**src/hw/rtl/owtr_pkg.sv**
```systemverilog
// Shared types, register codes and reset values for the one-wire temperature reader.
// No dependencies; every other file of the block imports this package.
`default_nettype none

package owtr_pkg;

   // Width of the widest configuration register (the conversion wait).
   localparam int DUR_W = 20;
   localparam int SLOT_W = 16;

   // Configuration register indexes.
   localparam logic [2:0] CSR_RESET_LOW     = 3'd0;
   localparam logic [2:0] CSR_PRESENCE_WAIT = 3'd1;
   localparam logic [2:0] CSR_RESET_TAIL    = 3'd2;
   localparam logic [2:0] CSR_SLOT_START    = 3'd3;
   localparam logic [2:0] CSR_WRITE_SLOT    = 3'd4;
   localparam logic [2:0] CSR_READ_SAMPLE   = 3'd5;
   localparam logic [2:0] CSR_READ_TAIL     = 3'd6;
   localparam logic [2:0] CSR_CONV_WAIT     = 3'd7;

   // Reset values of the configuration registers.
   localparam logic [SLOT_W-1:0] RST_RESET_LOW     = 16'd480;
   localparam logic [SLOT_W-1:0] RST_PRESENCE_WAIT = 16'd70;
   localparam logic [SLOT_W-1:0] RST_RESET_TAIL    = 16'd410;
   localparam logic [SLOT_W-1:0] RST_SLOT_START    = 16'd2;
   localparam logic [SLOT_W-1:0] RST_WRITE_SLOT    = 16'd60;
   localparam logic [SLOT_W-1:0] RST_READ_SAMPLE   = 16'd15;
   localparam logic [SLOT_W-1:0] RST_READ_TAIL     = 16'd60;
   localparam logic [DUR_W-1:0]  RST_CONV_WAIT     = 20'd750;

   // Bus command bytes.
   localparam logic [7:0] CMD_SKIP_ROM   = 8'hCC;
   localparam logic [7:0] CMD_CONVERT    = 8'h44;
   localparam logic [7:0] CMD_READ_SCRATCH = 8'hBE;

   // Presence status codes.
   localparam logic [1:0] STAT_PRESENT  = 2'd0;
   localparam logic [1:0] STAT_ABSENT   = 2'd1;
   localparam logic [1:0] STAT_SHORTED  = 2'd2;

   typedef struct packed {
      logic [SLOT_W-1:0] reset_low_ticks;
      logic [SLOT_W-1:0] presence_wait_ticks;
      logic [SLOT_W-1:0] reset_tail_ticks;
      logic [SLOT_W-1:0] slot_start_ticks;
      logic [SLOT_W-1:0] write_slot_ticks;
      logic [SLOT_W-1:0] read_sample_ticks;
      logic [SLOT_W-1:0] read_tail_ticks;
      logic [DUR_W-1:0]  conversion_wait_ticks;
   } cfg_type;

   // Timer control from the sequencer: step advances on an accepted tick,
   // timed says the current phase runs against a duration.
   typedef struct packed {
      logic step;
      logic timed;
   } tmr_ctl_type;

   // One result word, drive_low in the lowest bit.
   typedef struct packed {
      logic [10:0] temperature_tenths;
      logic [1:0]  status;
      logic        done_res;
      logic        busy_res;
      logic        power_on;
      logic        drive_low;
   } rsp_word_type;

   // Raw sensor word to tenths of a degree: whole degrees times ten plus the
   // truncated tenths of the four fraction bits.
   function automatic logic [10:0] tenths_of(input logic [15:0] raw);
      logic [10:0] whole;
      logic [7:0]  frac;
      whole = 11'(raw[10:4]) * 11'd10;
      frac  = 8'(raw[3:0]) * 8'd10;
      return whole + 11'(frac[7:4]);
   endfunction

endpackage

`default_nettype wire

```
**src/hw/rtl/one_wire_temperature_reader.sv**
```systemverilog
// Top level of the one-wire temperature reader: configuration registers,
// stream handshake and result register. Depends on owtr_pkg and owtr_sequencer.
//
//   channel   direction  words                       data
//   req_*     in         one per timebase tick       start_req, line_in
//   rsp_*     out        one per accepted req word   bus drive, power, busy, done,
//                                                    status, temperature
//   csr_*     in         register writes, no reply   tick counts per bus phase
//
// Each accepted request word yields exactly one response word in the next cycle.
// A new request word is taken in every cycle while the response register is empty
// or being drained, so the block sustains one tick per clock.
// Reset is synchronous and active high; it returns the sequencer to idle with
// default bus timing and clears the held status and temperature.
// When the response side stalls, the request side stalls with it and no tick is lost.
`default_nettype none

module one_wire_temperature_reader
   import owtr_pkg::*;
#(
   parameter int SCRATCH_BYTES = 9,
   parameter int TIMER_WIDTH   = 20
) (
   input  wire logic             clock,
   input  wire logic             reset,
   // Request stream, one word per bus tick.
   input  wire logic             req_tvalid,
   output logic                  req_tready,
   input  wire logic [7:0]       req_tdata,   // [0] start_req, [1] line_in, rest zero
   // Response stream.
   output logic                  rsp_tvalid,
   input  wire logic             rsp_tready,
   output logic [23:0]           rsp_tdata,   // [0] drive_low, [1] power_on, [2] busy_res,
                                              // [3] done_res, [5:4] status,
                                              // [16:6] temperature_tenths, rest zero
   // Configuration write port.
   input  wire logic             csr_we,
   input  wire logic [2:0]       csr_index,
   input  wire logic [DUR_W-1:0] csr_wdata
);

   cfg_type      cfg_ff, cfg_in;
   logic         rsp_valid_ff, rsp_valid_in;
   rsp_word_type rsp_word_ff, rsp_word_in;
   logic         req_accept;

   // The response register frees up in the same cycle it is drained.
   assign req_tready = !rsp_valid_ff || rsp_tready;
   assign req_accept = req_tvalid && req_tready;

   owtr_sequencer #(
      .SCRATCH_BYTES(SCRATCH_BYTES),
      .TIMER_WIDTH  (TIMER_WIDTH)
   ) u_sequencer (
      .clock    (clock),
      .reset    (reset),
      .step     (req_accept),
      .start_req(req_tdata[0]),
      .line_in  (req_tdata[1]),
      .cfg      (cfg_ff),
      .word     (rsp_word_in)
   );

   // Configuration writes; each register keeps only its own width.
   always_comb begin
      cfg_in = cfg_ff;
      if (csr_we) begin
         case (csr_index)
            CSR_RESET_LOW:     cfg_in.reset_low_ticks       = csr_wdata[SLOT_W-1:0];
            CSR_PRESENCE_WAIT: cfg_in.presence_wait_ticks   = csr_wdata[SLOT_W-1:0];
            CSR_RESET_TAIL:    cfg_in.reset_tail_ticks      = csr_wdata[SLOT_W-1:0];
            CSR_SLOT_START:    cfg_in.slot_start_ticks      = csr_wdata[SLOT_W-1:0];
            CSR_WRITE_SLOT:    cfg_in.write_slot_ticks      = csr_wdata[SLOT_W-1:0];
            CSR_READ_SAMPLE:   cfg_in.read_sample_ticks     = csr_wdata[SLOT_W-1:0];
            CSR_READ_TAIL:     cfg_in.read_tail_ticks       = csr_wdata[SLOT_W-1:0];
            CSR_CONV_WAIT:     cfg_in.conversion_wait_ticks = csr_wdata;
            default:           cfg_in = cfg_ff;
         endcase
      end
   end

   always_ff @(posedge clock) begin
      if (reset) begin
         cfg_ff.reset_low_ticks       <= RST_RESET_LOW;
         cfg_ff.presence_wait_ticks   <= RST_PRESENCE_WAIT;
         cfg_ff.reset_tail_ticks      <= RST_RESET_TAIL;
         cfg_ff.slot_start_ticks      <= RST_SLOT_START;
         cfg_ff.write_slot_ticks      <= RST_WRITE_SLOT;
         cfg_ff.read_sample_ticks     <= RST_READ_SAMPLE;
         cfg_ff.read_tail_ticks       <= RST_READ_TAIL;
         cfg_ff.conversion_wait_ticks <= RST_CONV_WAIT;
      end else begin
         cfg_ff <= cfg_in;
      end
   end

   // Response register: loaded on every accepted tick, emptied when taken.
   always_comb begin
      rsp_valid_in = rsp_valid_ff;
      if (req_accept) begin
         rsp_valid_in = 1'b1;
      end else if (rsp_tready) begin
         rsp_valid_in = 1'b0;
      end
   end

   always_ff @(posedge clock) begin
      if (reset) begin
         rsp_valid_ff <= 1'b0;
      end else begin
         rsp_valid_ff <= rsp_valid_in;
      end
   end

   always_ff @(posedge clock) begin
      if (req_accept) begin
         rsp_word_ff <= rsp_word_in;
      end
   end

   assign rsp_tvalid = rsp_valid_ff;
   assign rsp_tdata  = {7'b0, rsp_word_ff};

endmodule

`default_nettype wire

```
**src/hw/rtl/owtr_tick_timer.sv**
```systemverilog
// Tick counter that times each bus phase against a configured duration.
// Depends on owtr_pkg for the control struct and duration width.
`default_nettype none

module owtr_tick_timer
   import owtr_pkg::*;
#(
   parameter int TIMER_WIDTH = 20
) (
   input  wire logic             clock,
   input  wire logic             reset,
   input  wire tmr_ctl_type      ctl,
   input  wire logic [DUR_W-1:0] dur,
   output logic                  elapsed
);

   localparam int CW = ((TIMER_WIDTH > DUR_W) ? TIMER_WIDTH : DUR_W) + 1;
   localparam logic [CW-1:0] TMAX = CW'((64'd1 << TIMER_WIDTH) - 64'd1);

   logic [TIMER_WIDTH-1:0] tick_ff, tick_in;
   logic [CW-1:0]          dur_ext, eff, count_next;

   always_comb begin
      dur_ext = CW'(dur);
      // A zero duration counts as one tick; long ones saturate at the timer range.
      eff = (dur_ext == '0) ? CW'(1) : dur_ext;
      if (eff > TMAX) begin
         eff = TMAX;
      end
      count_next = CW'(tick_ff) + CW'(1);
      elapsed = (count_next >= eff);
   end

   always_comb begin
      tick_in = tick_ff;
      if (ctl.step) begin
         if (!ctl.timed || elapsed) begin
            tick_in = '0;
         end else begin
            tick_in = TIMER_WIDTH'(count_next);
         end
      end
   end

   always_ff @(posedge clock) begin
      if (reset) begin
         tick_ff <= '0;
      end else begin
         tick_ff <= tick_in;
      end
   end

endmodule

`default_nettype wire

```
**src/hw/rtl/owtr_sequencer.sv**
```systemverilog
// Phase sequencer of the one-wire read cycle: reset/presence, command bytes,
// conversion wait and scratchpad read. Depends on owtr_pkg and owtr_tick_timer.
`default_nettype none

module owtr_sequencer
   import owtr_pkg::*;
#(
   parameter int SCRATCH_BYTES = 9,
   parameter int TIMER_WIDTH   = 20
) (
   input  wire logic    clock,
   input  wire logic    reset,
   input  wire logic    step,
   input  wire logic    start_req,
   input  wire logic    line_in,
   input  wire cfg_type cfg,
   output rsp_word_type word
);

   typedef enum logic [10:0] {
      PH_IDLE   = 11'b000_0000_0001,
      PH_CHECK  = 11'b000_0000_0010,
      PH_RLOW   = 11'b000_0000_0100,
      PH_RWAIT  = 11'b000_0000_1000,
      PH_RTAIL  = 11'b000_0001_0000,
      PH_WSTART = 11'b000_0010_0000,
      PH_WHOLD  = 11'b000_0100_0000,
      PH_CONV   = 11'b000_1000_0000,
      PH_DSTART = 11'b001_0000_0000,
      PH_DWAIT  = 11'b010_0000_0000,
      PH_DTAIL  = 11'b100_0000_0000
   } phase_type;

   phase_type    phase_ff, phase_in;
   logic         round_ff, round_in;
   logic [2:0]   bit_ff, bit_in;
   logic [3:0]   byte_ff, byte_in;
   logic [7:0]   shift_ff, shift_in;
   logic [15:0]  raw_ff, raw_in;
   logic [1:0]   status_ff, status_in;
   logic [10:0]  temp_ff, temp_in;
   logic         presence_ff, presence_in;
   logic         done;
   logic         busy;
   logic [2:0]   bit_next;
   logic [3:0]   byte_next;
   logic         elapsed;
   logic [DUR_W-1:0] dur;
   tmr_ctl_type  tmr_ctl;

   owtr_tick_timer #(
      .TIMER_WIDTH(TIMER_WIDTH)
   ) u_timer (
      .clock  (clock),
      .reset  (reset),
      .ctl    (tmr_ctl),
      .dur    (dur),
      .elapsed(elapsed)
   );

   // Duration of the current phase.
   always_comb begin
      dur = '0;
      tmr_ctl.step  = step;
      tmr_ctl.timed = 1'b1;
      case (phase_ff)
         PH_RLOW:   dur = DUR_W'(cfg.reset_low_ticks);
         PH_RWAIT:  dur = DUR_W'(cfg.presence_wait_ticks);
         PH_RTAIL:  dur = DUR_W'(cfg.reset_tail_ticks);
         PH_WSTART: dur = DUR_W'(cfg.slot_start_ticks);
         PH_DSTART: dur = DUR_W'(cfg.slot_start_ticks);
         PH_WHOLD:  dur = DUR_W'(cfg.write_slot_ticks);
         PH_DWAIT:  dur = DUR_W'(cfg.read_sample_ticks);
         PH_DTAIL:  dur = DUR_W'(cfg.read_tail_ticks);
         PH_CONV:   dur = cfg.conversion_wait_ticks;
         default:   tmr_ctl.timed = 1'b0;
      endcase
   end

   always_comb begin
      phase_in    = phase_ff;
      round_in    = round_ff;
      bit_in      = bit_ff;
      byte_in     = byte_ff;
      shift_in    = shift_ff;
      raw_in      = raw_ff;
      status_in   = status_ff;
      temp_in     = temp_ff;
      presence_in = presence_ff;
      done        = 1'b0;
      bit_next    = bit_ff + 3'd1;
      byte_next   = byte_ff + 4'd1;
      case (phase_ff)
         PH_IDLE: begin
            round_in = 1'b0;
            if (start_req) begin
               phase_in = PH_CHECK;
            end
         end
         PH_CHECK: begin
            if (!line_in) begin
               // Bus stuck low: skip the reset pulse and go on with commands.
               status_in = STAT_SHORTED;
               phase_in  = PH_WSTART;
               shift_in  = CMD_SKIP_ROM;
               bit_in    = '0;
               byte_in   = '0;
            end else begin
               phase_in = PH_RLOW;
            end
         end
         PH_RLOW: begin
            if (elapsed) begin
               phase_in = PH_RWAIT;
            end
         end
         PH_RWAIT: begin
            if (elapsed) begin
               presence_in = line_in;
               phase_in    = PH_RTAIL;
            end
         end
         PH_RTAIL: begin
            if (elapsed) begin
               status_in = presence_ff ? STAT_ABSENT : STAT_PRESENT;
               phase_in  = PH_WSTART;
               shift_in  = CMD_SKIP_ROM;
               bit_in    = '0;
               byte_in   = '0;
            end
         end
         PH_WSTART: begin
            if (elapsed) begin
               phase_in = PH_WHOLD;
            end
         end
         PH_WHOLD: begin
            if (elapsed) begin
               shift_in = {1'b0, shift_ff[7:1]};
               bit_in   = bit_next;
               phase_in = PH_WSTART;
               if (bit_next == 3'd0) begin
                  if (byte_next >= 4'd2) begin
                     byte_in  = '0;
                     phase_in = round_ff ? PH_DSTART : PH_CONV;
                  end else begin
                     byte_in  = byte_next;
                     shift_in = round_ff ? CMD_READ_SCRATCH : CMD_CONVERT;
                  end
               end
            end
         end
         PH_CONV: begin
            if (elapsed) begin
               round_in = 1'b1;
               phase_in = PH_CHECK;
            end
         end
         PH_DSTART: begin
            if (elapsed) begin
               phase_in = PH_DWAIT;
            end
         end
         PH_DWAIT: begin
            if (elapsed) begin
               shift_in = {line_in, shift_ff[7:1]};
               phase_in = PH_DTAIL;
            end
         end
         PH_DTAIL: begin
            if (elapsed) begin
               bit_in   = bit_next;
               phase_in = PH_DSTART;
               if (bit_next == 3'd0) begin
                  // The first two scratchpad bytes form the raw word, low byte first.
                  if (byte_ff == 4'd0) begin
                     raw_in[7:0] = shift_ff;
                  end else if (byte_ff == 4'd1) begin
                     raw_in[15:8] = shift_ff;
                  end
                  byte_in = byte_next;
                  if (byte_next >= 4'(SCRATCH_BYTES)) begin
                     temp_in  = tenths_of(raw_in);
                     done     = 1'b1;
                     byte_in  = '0;
                     phase_in = PH_IDLE;
                     round_in = 1'b0;
                  end
               end
            end
         end
         default: begin
            phase_in = PH_IDLE;
            round_in = 1'b0;
         end
      endcase
   end

   assign busy = (phase_ff != PH_IDLE);

   always_comb begin
      word.drive_low = (phase_ff == PH_RLOW) || (phase_ff == PH_WSTART) ||
                       (phase_ff == PH_DSTART) || ((phase_ff == PH_WHOLD) && !shift_ff[0]);
      word.power_on           = busy;
      word.busy_res           = busy;
      word.done_res           = done;
      word.status             = status_in;
      word.temperature_tenths = temp_in;
   end

   always_ff @(posedge clock) begin
      if (reset) begin
         phase_ff    <= PH_IDLE;
         round_ff    <= 1'b0;
         bit_ff      <= '0;
         byte_ff     <= '0;
         shift_ff    <= '0;
         raw_ff      <= '0;
         status_ff   <= STAT_PRESENT;
         temp_ff     <= '0;
         presence_ff <= 1'b1;
      end else if (step) begin
         phase_ff    <= phase_in;
         round_ff    <= round_in;
         bit_ff      <= bit_in;
         byte_ff     <= byte_in;
         shift_ff    <= shift_in;
         raw_ff      <= raw_in;
         status_ff   <= status_in;
         temp_ff     <= temp_in;
         presence_ff <= presence_in;
      end
   end

`ifndef SYNTHESIS
   // The second round never survives into idle.
   assert property (@(posedge clock) disable iff (reset)
      !(round_ff && (phase_ff == PH_IDLE)))
      else $error("second-round flag set while idle");

   // A finished read returns the sequencer to idle.
   assert property (@(posedge clock) disable iff (reset)
      (step && done) |=> (phase_ff == PH_IDLE))
      else $error("sequencer not idle after done");

   // The end of the conversion wait opens the second reset round.
   assert property (@(posedge clock) disable iff (reset)
      (step && (phase_ff == PH_CONV) && elapsed) |=> (round_ff && (phase_ff == PH_CHECK)))
      else $error("conversion wait did not start the read round");

   // A shorted-line status is only ever set by the line check.
   assert property (@(posedge clock) disable iff (reset)
      ((status_ff == STAT_SHORTED) && ($past(status_ff) != STAT_SHORTED))
         |-> $past(phase_ff == PH_CHECK))
      else $error("shorted status set outside the line check");
`endif

endmodule

`default_nettype wire

```
**config.mk**
```make
export PLATFORM = sky130hd
export DESIGN_NAME = one_wire_temperature_reader
export DESIGN_NICKNAME = d
export VERILOG_FILES = /design/src/hw/rtl/owtr_pkg.sv /design/src/hw/rtl/one_wire_temperature_reader.sv /design/src/hw/rtl/owtr_tick_timer.sv /design/src/hw/rtl/owtr_sequencer.sv
export SDC_FILE = /design/constraint.sdc
export NUM_CORES = 1
export LEC_CHECK = 0
export BUFFER_PORTS_ARGS = -buffer_cell sky130_fd_sc_hd__buf_2
export CAP_MARGIN = 20
export CORE_MARGIN = 2
export CORE_UTILIZATION = 34
export CTS_BUF_LIST = sky130_fd_sc_hd__clkbuf_16
export CTS_CLUSTER_SIZE = 16
export DETAILED_ROUTE_END_ITERATION = 6
export PLACE_DENSITY = 0.48
export SETUP_SLACK_MARGIN = 0.4
export SYNTH_ARGS = -nofsm -noshare
export SYNTH_HDL_FRONTEND = slang
export SYNTH_SLANG_ARGS = --single-unit
```
**constraint.sdc**
```tcl
create_clock -name clock -period 5.1 [get_ports clock]
set_input_delay 0.51 -clock clock [delete_from_list [all_inputs] [get_ports clock]]
set_output_delay 0.51 -clock clock [all_outputs]
set_load 0.02 [all_outputs]
```
# After elaboration in Yosys (flattened, before gate mapping)
# Index checks and enable logic that the tools add are counted.
[classes]
eq_ne = 35
n_mux = 68
reduce_logical = 38
mul = 2
n_addsub = 4
bitwise = 1
magnitude_cmp = 4
[op_table]
columns = ["operator", "n"]
rows = [
  ["11-bit two-way mux", 17],
  ["20-bit one-hot mux with 8 select lines", 1],
  ["11-bit one-hot mux with 11 select lines", 1],
  ["8-bit two-way mux", 11],
  ["20-bit two-way mux", 3],
  ["4-bit two-way mux", 8],
  ["8-bit one-hot mux with 4 select lines", 1],
  ["3-bit two-way mux", 8],
  ["2-bit inequality test (second input constant)", 11],
  ["20-bit by 1-bit adder with 21-bit output (second input constant)", 1],
  ["21-bit greater-or-equal comparator", 1],
  ["20-bit > comparator (second input constant)", 1],
  ["20-bit logical NOT", 1],
  ["9-bit two-way mux", 2],
  ["4-bit one-hot mux with 4 select lines", 1],
  ["2-bit AND reduction", 8],
  ["3-bit equality test (second input constant)", 4],
  ["6-bit AND reduction", 2],
  ["11-bit by 4-bit adder with 11-bit output", 1],
  ["11-bit by 1-bit equality test with 1-bit output (second input constant)", 1],
  ["11-bit by 10-bit equality test with 1-bit output (second input constant)", 1],
  ["11-bit equality test (second input constant)", 1],
  ["11-bit by 2-bit equality test with 1-bit output (second input constant)", 1],
  ["11-bit by 3-bit equality test with 1-bit output (second input constant)", 1],
  ["40 further kinds", 64],
]
[word_totals]
output_inout_bits = 26
word_cells = 176
reg_bits = 221
in_bits = 36

# Depth between registers and ports, before layout
# Gate-level depths: netlist (run 1).
[depth]
ltp_word = 16
depth_mapped = 23
depth_no_buf = 18

# Modules after synthesis
# Synthesis (run 1) repeated with hierarchy kept, for this count alone.
[hier_totals]
cells_unflattened = 1293
area_unflattened_um2 = 11827.6
[modules_own_cells]
columns = ["module", "seq_area_each_um2", "n_inst", "area_each_um2", "cells_per_inst"]
rows = [
  ["one_wire_temperature_reader", 3173.0, 1, 5801.8, 511],
  ["owtr_sequencer", 1041.0, 1, 4379.2, 576],
  ["owtr_tick_timer", 400.4, 1, 1646.6, 206],
]

# Worst setup path before layout (run 1)
# OpenSTA, ideal clock, no wires.
[synth_path]
path_kind = "register -> register"
startpoint = "register u_sequencer.phase_ff[0]"
endpoint = "register rsp_word_ff (netlist bit rsp_tdata[5]), data pin"
setup_time_ns = 0.254
synth_period_minus_slack_ns = 4.409
arrival_ns = 4.155
path_buffers = 4
stages_incl_launch_ff = 20
slack_ns = 0.691
t_required_ns = 4.846
path_cell_list = "dfxtp_1 -> or4_1 -> buf_6 -> buf_6 -> nor4_4 -> buf_6 -> a22oi_1 -> and3_1 -> nand4_1 -> or3_1 -> nand4_1 -> ha_1 -> nand2b_1 -> a21oi_1 -> o21ai_0 -> a311o_1 -> nor2_1 -> buf_2 -> or4_1 -> a21o_1"
[synth_rtl]
columns = ["item", "line", "text"]
rows = [
  ["start, declared", "owtr_sequencer.sv:34", "phase_type phase_ff, phase_in;"],
  ["start signal, assigned", "owtr_sequencer.sv:223", "phase_ff <= phase_in;"],
  ["end signal, assigned", "one_wire_temperature_reader.sv:117", "rsp_word_ff <= rsp_word_in;"],
  ["end, declared", "one_wire_temperature_reader.sv:44", "rsp_word_type rsp_word_ff, rsp_word_in;"],
]

# Final worst setup path (run 1)
[layout_path]
startpoint = "register u_sequencer.phase_ff[1]"
endpoint = "register u_sequencer.phase_ff[4]"
[layout_via]
elab_chain_cells = 10
elab_cells_between_ends = 30
cone_classes = "order compare (2); eq/ne (21); mux (4); reduce/logical (3)"
[layout_rtl]
columns = ["item", "line", "text"]
rows = [
  ["11-bit by 9-bit equality test with 1-bit output / 11-bit by 6-bit equality test with 1-bit output (equally long branches)", "owtr_sequencer.sv:66, owtr_sequencer.sv:93", ""],
  ["2-bit OR reduction (no source line)", "--", ""],
  ["20-bit one-hot mux with 8 select lines", "owtr_sequencer.sv:66", "case (phase_ff)"],
  ["20-bit logical NOT", "owtr_tick_timer.sv:26", "eff = (dur_ext == '0) ? CW'(1) : dur_ext;"],
  ["20-bit two-way mux", "owtr_tick_timer.sv:26", ""],
  ["20-bit > comparator", "owtr_tick_timer.sv:27", "if (eff > TMAX) begin"],
  ["20-bit two-way mux", "owtr_tick_timer.sv:27", ""],
  ["21-bit greater-or-equal comparator", "owtr_tick_timer.sv:31", "elapsed = (count_next >= eff);"],
  ["2-bit inequality test (no source line)", "--", ""],
  ["11-bit AND reduction (no source line)", "--", ""],
]
# Parallel ways exist; a longest one is shown, timed or not.
# A chain may end at the register's enable or synchronous reset.

==> results of run 1 <==
## layer usage
metal / track usage / wire length [um]
met1: 0.269 / 15800
met4: 0.0573 / 828
met5: 0 / 13
met2: 0.338 / 16500
met3: 0.0269 / 1590
## cell families (layout without fill, tap and decap cells)
family | after synthesis | after routing | share of synthesized area
AND/OR/NAND/NOR | 632 | 633 | 0.266
AO/OA/AOI/OAI | 299 | 299 | 0.165
flip-flops | 221 | 221 | 0.406
buffers and inverters | 125 | 181 | 0.0545
adder cells (fa/ha/maj) | 45 | 45 | 0.0519
XOR/XNOR | 33 | 33 | 0.0256
multiplexers | 32 | 32 | 0.0298
other | 1 | 7 | 0.000332
## final cells by class
class / instances / area, sq um
fill: 3344 / 19400
multi-input combinational: 1049 / 6250
sequential: 221 / 4600
timing repair buffer: 116 / 910
clock buffer: 26 / 651
tap: 442 / 553
clock inverter: 20 / 148
inverter: 19 / 71.3
## timing repair
item | CTS | global route
buffers inserted | 2 | 15
hold buffers | 0 | 0
pin swaps | 3 | 11
gates resized for setup | 14 | 28
setup endpoints to repair | 81 | 79
cloned | 0 | 3
endpoints found under the hold margin | 0 | 0
## stage by stage
stage          area [sq um]  cells  total power [W]  hold WS, ps
5_1_grt               13200   1893          0.00406          207
3_5_place_dp          12100   1827          0.00214          445
6_report              13200   1893          0.00390          203
3_3_place_gp          12100   1827          0.00214          439
4_1_cts               12900   1875          0.00393          184
2_1_floorplan         11300   1394          0.00205          432
## registers in the layout, summed over array words and instances (netlist names), 3 cells and up
| name | cells |
|---|---|
| u_sequencer.bit_ff | 3 |
| u_sequencer.temp_ff | 11 |
| u_sequencer.phase_ff | 11 |
| u_sequencer.u_timer.tick_ff | 20 |
| u_sequencer.byte_ff | 4 |
| u_sequencer.shift_ff | 8 |
| cfg_ff | 132 |
| u_sequencer.raw_ff | 11 |
| rsp_tdata | 16 |
## cell usage in the layout, fill, tap and decap left out, types with 7 or more instances in the layout
cell type | Yosys | final
sky130_fd_sc_hd__a211oi_1 | 17 | 13
sky130_fd_sc_hd__a21o_1 | 8 | 8
sky130_fd_sc_hd__a21oi_1 | 163 | 161
sky130_fd_sc_hd__a22o_1 | 18 | 18
sky130_fd_sc_hd__a22oi_1 | 28 | 28
sky130_fd_sc_hd__and3_1 | 11 | 11
sky130_fd_sc_hd__buf_12 | 0 | 8
sky130_fd_sc_hd__buf_2 | 9 | 48
sky130_fd_sc_hd__buf_4 | 14 | 47
sky130_fd_sc_hd__buf_6 | 8 | 11
sky130_fd_sc_hd__clkbuf_16 | 0 | 27
sky130_fd_sc_hd__clkinv_1 | 1 | 9
sky130_fd_sc_hd__conb_1 | 1 | 7
sky130_fd_sc_hd__dfxtp_1 | 205 | 200
sky130_fd_sc_hd__edfxtp_1 | 16 | 16
sky130_fd_sc_hd__ha_1 | 42 | 42
sky130_fd_sc_hd__inv_1 | 18 | 21
sky130_fd_sc_hd__mux2_2 | 13 | 13
sky130_fd_sc_hd__mux2i_1 | 19 | 19
sky130_fd_sc_hd__nand2_1 | 344 | 344
sky130_fd_sc_hd__nand2b_1 | 9 | 9
sky130_fd_sc_hd__nand3_1 | 77 | 77
sky130_fd_sc_hd__nand3b_1 | 12 | 12
sky130_fd_sc_hd__nand4_1 | 11 | 11
sky130_fd_sc_hd__nor2_1 | 70 | 64
sky130_fd_sc_hd__nor2b_1 | 15 | 15
sky130_fd_sc_hd__nor3_1 | 19 | 17
sky130_fd_sc_hd__nor4_1 | 9 | 7
sky130_fd_sc_hd__o21ai_0 | 21 | 20
sky130_fd_sc_hd__xnor2_1 | 23 | 23
sky130_fd_sc_hd__xor2_1 | 10 | 10
## report_power, final
part,leakage (nW),switching [W],internal [W]
combinational,2.76,0.000220,0.000104
sequential,1.82,0.0000248,0.00179
clock,0.408,0.000749,0.00102
total,4.99,0.000993,0.00291
## final timing paths
check	slack (ps)	endpoint
worst max-delay path	490	u_sequencer.phase_ff[4]
worst min-delay path	200	cfg_ff[18]
worst min register to register	450	cfg_ff[49]
worst max register to register	490	u_sequencer.phase_ff[4]
## tightest hold or removal path: stages
cell and delay [ps]:
sky130_fd_sc_hd__buf_2 90, sky130_fd_sc_hd__nand2_1 50, sky130_fd_sc_hd__a21oi_1 50
==> PnR_summary.wiki, run 1 <==
{| class="wikitable"
! Metric !! Value
|-
| Crit path kind || flop to flop
|-
| Element type at the critical path end || flop
|-
| Total global-route track usage || 0.201
|-
| Power per standard cell area || 296 nW/um^2
|-
| Number of hold violations in the final report || 0
|-
| Part of the cycle the worst path needs || 0.904
|-
| Violation count after the first detailed-route iteration || 637
|-
| Yosys top cell by area || sky130_fd_sc_hd__dfxtp_1
|-
| Fmax || 0.217 GHz
|-
| Depth of the worst register-to-register path || 20
|-
| I/O pin count || 62
|-
| Starting Density || 0.346
|-
| Synth Instances || 1388
|-
| Cell at the root of the clock tree || sky130_fd_sc_hd__clkbuf_16
|-
| Routed len/inst || 18.3 um
|-
| Number of violations of the max-capacitance limit || 0
|-
| Fraction of post-synthesis cell area in the top cell type by area || 0.364
|-
| Tightest Pin Transition || ~1100 ps
|-
| Seq cells post-synth || 221
|-
| Data arrival, critical path || 4980 ps
|-
| Element type at the critical path start || flop
|-
| Outcome || complete, no violations
|-
| Chip Height || roughly 190 um
|-
| Sum of negative setup slack || 0 ps
|-
| Netlist Area Pre-Place || 11300 sq um
|-
| Routability cong. || 0.788
|-
| Buffer and inverter count on the worst path || 7
|-
| Final-report max-slew violation count || 0
|-
| Yosys cell types || 82
|-
| Number of global-route vias before repair || between 9k and 10k
|-
| Cell class contributing the biggest share of worst-path delay || simple AND/OR/NAND/NOR gates
|-
| Total core area || 32600 sq um
|-
| Commonest register cell after synthesis || sky130_fd_sc_hd__dfxtp_1
|-
| Highest cell delay on the worst timing path || 560 ps
|-
| Critical register-to-register path startpoint || u_sequencer.phase_ff[1]
|-
| Beginning of the worst hold path || csr_wdata[18]
|-
| TritonCTS clock tree || built
|-
| Mean instance size in the synthesized netlist || slightly above 8 sq um
|-
| Worst Setup Slack, final || ~500 ps
|-
| Skew-Pair Late Insertion Delay || 550 ps
|-
| Routed via count divided by cell count || roughly 5.2
|-
| Max H-tree Level || 1
|-
| Total number of vias || between 9k and 10k
|-
| Pin count of the biggest net entering global routing || 88
|-
| Horizontal extent of the die || ~190 um
|-
| Number of antenna violations at the first check in global routing || 2
|-
| Count of input and output buffers || 48
|-
| Peak supply drop || between 0.2 and 0.25 mV
|-
| Asr flop ratio synth || 0
|-
| Warning count from the yosys run || 0
|-
| Library cell with the highest instance count after synthesis || sky130_fd_sc_hd__nand2_1
|-
| Proportion of layout cells with a drive suffix above 1 || 0.149
|-
| Cell types with the largest area share after synthesis || sky130_fd_sc_hd__dfxtp_1 (36%), sky130_fd_sc_hd__nand2_1 (11%), sky130_fd_sc_hd__a21oi_1 (7.2%)
|-
| Share of synthesized area occupied by flip-flops and latches || 0.406
|-
| Clock sink total || between 200 and 250
|-
| Hold Path Class || input port to flop
|-
| Cell-by-cell listing of the critical path || or4_4 > buf_12 > nor3b_4 > buf_4 > buf_4 > a22o_1 > a211oi_2 > buf_4 > ha_1 > nand2_1 > nor4_2 > o21ai_0 > o211ai_1 > buf_4 > nor3_4 > buf_4 > or3_4 > buf_4 > a22oi_1 > nor2_1
|-
| Place WS || 98.7 ps
|-
| Antenna cell count || 0
|-
| Clock Skew || 27.9 ps
|-
| Sum of overflow across all layers after global routing || 0
|-
| Final net count || roughly 1.5k
|-
| Clock buffers created by TritonCTS || 26
|-
| DPL Wire Length || 22700 um
|-
| Cell type of the slowest stage on the worst timing path || sky130_fd_sc_hd__or4_4
|-
| Number of optimization iterations in the first detailed-route pass || 5
|-
| Clock Tree Buf Depth || 3
|-
| Clock transition at the register clock pins on the worst setup and hold paths after CTS || 60 ps
|-
| Final cell utilization of the core || 0.404
|-
| Launch point of the worst path || u_sequencer.phase_ff[1]
|-
| Required @ worst endpoint || 5470 ps
|-
| Setup repair after global routing missed its margin || true
|-
| Final min period || roughly 4600 ps
|-
| Maximum fanout count along the critical path || 8
|-
| Die footprint || 34700 sq um
|-
| Count of flip-flops with a built-in enable after synthesis || 16
|-
| Commonest cells in the synthesized netlist || sky130_fd_sc_hd__nand2_1 (344), sky130_fd_sc_hd__dfxtp_1 (205), sky130_fd_sc_hd__a21oi_1 (163), sky130_fd_sc_hd__nand3_1 (77), sky130_fd_sc_hd__nor2_1 (70)
|-
| Remaining design rule violation count || 0
|-
| Antenna-violating nets left || 0
|-
| Setup-violating endpoint count in the final report || 0
|-
| Static power due to leakage || approximately 5.0 nW
|-
| Synthesis-to-finish area growth || 16.8%
|-
| Relative max-transition margin || 0.293
|-
| Worst hold path depth || 3
|-
| Num rows || 66
|-
| Total number of cells along the worst setup path || 20
|-
| Most used cell along the critical path || sky130_fd_sc_hd__buf_4
|-
| Overall routed net length || 34700 um
|-
| Wire length of the first global-routing pass || between 50000 and 60000 um
|}
Power figures use the tool's default switching activity.
==> run 2: changes to the inputs <==
==> constraint.sdc (replaced) <==
create_clock -name clock -period 5.1 [get_ports clock]
set_input_delay 0.765 -clock clock [delete_from_list [all_inputs] [get_ports clock]]
set_output_delay 0.765 -clock clock [all_outputs]
set_load 0.02 [all_outputs]
==> PnR_summary.wiki, run 2 (same netlist as run 1, synthesis figures left out) <==
{| class="wikitable"
! Metric !! Value
|-
| TritonCTS clock tree || built
|-
| Number of violations of the max-capacitance limit || 0 (unchanged)
|-
| DPL Wire Length || 22400 um (-1.3%)
|-
| Static power due to leakage || 5.05 nW (+1.2%)
|-
| Total number of vias || 9887 (-0.30%)
|-
| Violation count after the first detailed-route iteration || 508 (-20%)
|-
| Remaining design rule violation count || 0 (unchanged)
|-
| Final cell utilization of the core || 0.407 (+0.00288)
|-
| Most frequent standard cell in the layout excluding fill and tap cells || sky130_fd_sc_hd__nand2_1
|-
| Number of hold violations in the final report || 0 (unchanged)
|-
| Required @ worst endpoint || 5480 ps (about the same)
|-
| Fillers || 3309 (-1.0%)
|-
| Final net count || 1513 (-0.066%)
|-
| I/O pin count || 62 (unchanged)
|-
| Element type at the critical path start || flop
|-
| Number of global-route vias before repair || 9516 (+0.59%)
|-
| Overall routed net length || 34000 um (-2.0%)
|-
| Max H-tree Level || 1 (unchanged)
|-
| Place WS || 6.06 ps (-92.7 ps)
|-
| Clock Tree Buf Depth || 3 (unchanged)
|-
| Data arrival, critical path || 4950 ps (-30 ps)
|-
| Routed len/inst || 18.0 um (-2.0%)
|-
| Final-report max-slew violation count || 0 (unchanged)
|-
| Crit path kind || flop to flop
|-
| Cell at the root of the clock tree || sky130_fd_sc_hd__clkbuf_16
|-
| Antenna cell count || 0 (unchanged)
|-
| Antenna-violating nets left || 0 (unchanged)
|-
| Placed cells || 1829 (+0.11%)
|-
| Tightest Pin Transition || 1040 ps (-15.3 ps)
|-
| Num rows || 66 (unchanged)
|-
| Pin count of the biggest net entering global routing || 93 (+5.7%)
|-
| Clock Skew || 31.7 ps (+3.75 ps)
|-
| Outcome || complete, no violations
|-
| Setup repair after global routing missed its margin || true
|-
| Proportion of layout cells with a drive suffix above 1 || 0.161 (+0.0123)
|-
| Sum of negative setup slack || 0 ps (unchanged)
|-
| Register with the most flip-flops || cfg_ff
|-
| Count of input and output buffers || 48 (unchanged)
|-
| Maximum fanout count along the critical path || 8 (unchanged)
|-
| Number of antenna violations at the first check in global routing || 0 (-2)
|-
| Most used cells in the layout excluding fill and tap cells || sky130_fd_sc_hd__nand2_1 (344), sky130_fd_sc_hd__dfxtp_1 (197), sky130_fd_sc_hd__a21oi_1 (162)
|-
| Number of optimization iterations in the first detailed-route pass || 6 (+1)
|-
| Part of the cycle the worst path needs || 0.898 (-0.00570)
|-
| Number of flip-flops under the largest register name || 132 (unchanged)
|-
| Element type at the critical path end || flop
|-
| Filler-free cell count of the finished design || 1894 (+0.053%)
|-
| Chip Height || 186 um (unchanged)
|-
| Starting Density || 0.346 (unchanged)
|-
| Power per standard cell area || 293 nW/um^2 (-1.3%)
|-
| Peak supply drop || 0.255 mV (+5.0%)
|-
| Die footprint || 34700 sq um (unchanged)
|-
| Setup-violating endpoint count in the final report || 0 (unchanged)
|-
| Total core area || 32600 sq um (unchanged)
|-
| Clock sink total || 221 (unchanged)
|-
| Final min period || 4580 ps (-29.0 ps)
|-
| Wire length of the first global-routing pass || 54300 um (+0.32%)
|-
| Routed via count divided by cell count || 5.22 (-0.36%)
|-
| Fmax || 0.218 GHz (+0.63%)
|-
| Routability cong. || 0.773 (-1.8%)
|-
| Skew-Pair Late Insertion Delay || 560 ps (about the same)
|-
| Total global-route track usage || 0.201 (+0.000308)
|-
| Synthesis-to-finish area growth || 17.7%
|-
| Horizontal extent of the die || 186 um (unchanged)
|-
| Sum of overflow across all layers after global routing || 0 (unchanged)
|-
| Clock buffers created by TritonCTS || 26 (unchanged)
|-
| Number of hold buffers added after CTS || 0 (unchanged)
|-
| Hold Path Class || input port to flop
|-
| Worst Setup Slack, final || 521 ps (+29.1 ps)
|-
| Relative max-transition margin || 0.304 (+0.0114)
|-
| Clock transition at the register clock pins on the worst setup and hold paths after CTS || 60 ps (about the same)
|}
[run 2: final cells by class]
cell class | instances | area (sq um) | area share
multi-input combinational | 1048 | 6350 | 0.478
clock buffer | 26 | 651 | 0.0490
tap | 442 | 553 | 0.0417
sequential | 221 | 4600 | 0.346
inverter | 19 | 71.3 | 0.00537
clock inverter | 22 | 148 | 0.0111
timing repair buffer | 116 | 906 | 0.0682
[run 2: where the power goes]
part | leakage, nW | switching, W | internal [W] | total [W]
Sequential | 1.82 | 0.0000241 | 0.00179 | 0.00181
Combinational | 2.81 | 0.000221 | 0.000107 | 0.000328
Clock | 0.420 | 0.000765 | 0.000979 | 0.00174
[run 2: worst paths after layout]
path | startpoint | endpoint | slack [ps] | cells past startpoint
max | u_sequencer.phase_ff[8] | u_sequencer.phase_ff[8] | 520 | 19
min | csr_wdata[16] | cfg_ff[16] | 450 | 3
max reg2reg | u_sequencer.phase_ff[8] | u_sequencer.phase_ff[8] | 520 | 19
min reg2reg | cfg_ff[14] | cfg_ff[14] | 450 | 2
[run 2: worst max-delay path, cell delays in order (launching register included)]
cell                       delay [ps]
sky130_fd_sc_hd__dfxtp_2          320
sky130_fd_sc_hd__buf_6            120
sky130_fd_sc_hd__or4_4            600
sky130_fd_sc_hd__buf_6            160
sky130_fd_sc_hd__nor4b_4          370
sky130_fd_sc_hd__buf_6            220
sky130_fd_sc_hd__a22oi_2           70
sky130_fd_sc_hd__and4_4           210
sky130_fd_sc_hd__buf_4            140
sky130_fd_sc_hd__ha_1             260
sky130_fd_sc_hd__nand2_1           80
sky130_fd_sc_hd__nor4_2           280
sky130_fd_sc_hd__o21ai_1          150
sky130_fd_sc_hd__o211ai_1         250
sky130_fd_sc_hd__buf_4            240
sky130_fd_sc_hd__nor3_4            70
sky130_fd_sc_hd__or3_4            390
sky130_fd_sc_hd__buf_4            150
sky130_fd_sc_hd__a311oi_2         260
sky130_fd_sc_hd__nor3_1            70
[run 2: repair_timing]
action | in CTS | in global routing
buffers inserted | 2 | 13
pin swaps | 5 | 27
cloned | 0 | 2
gates resized for setup | 19 | 53
setup endpoints to repair | 84 | 78
[run 2: routing by layer]
layer / track usage / part of all wire
met4: 0.0507 / 0.022
met1: 0.264 / 0.46
met2: 0.344 / 0.48
met3: 0.0327 / 0.046
met5: 0 / 0
[run 2: through the flow]
| step | instance area [sq um] | hold WS (ps) | power [W] |
|---|---|---|---|
| floorplan | 11300 | 432 | 0.00205 |
| finish | 13300 | 448 | 0.00388 |
| CTS | 13000 | 431 | 0.00390 |
| global route | 13300 | 443 | 0.00404 |
| detailed placement | 12100 | 445 | 0.00215 |
| global placement | 12100 | 439 | 0.00215 |
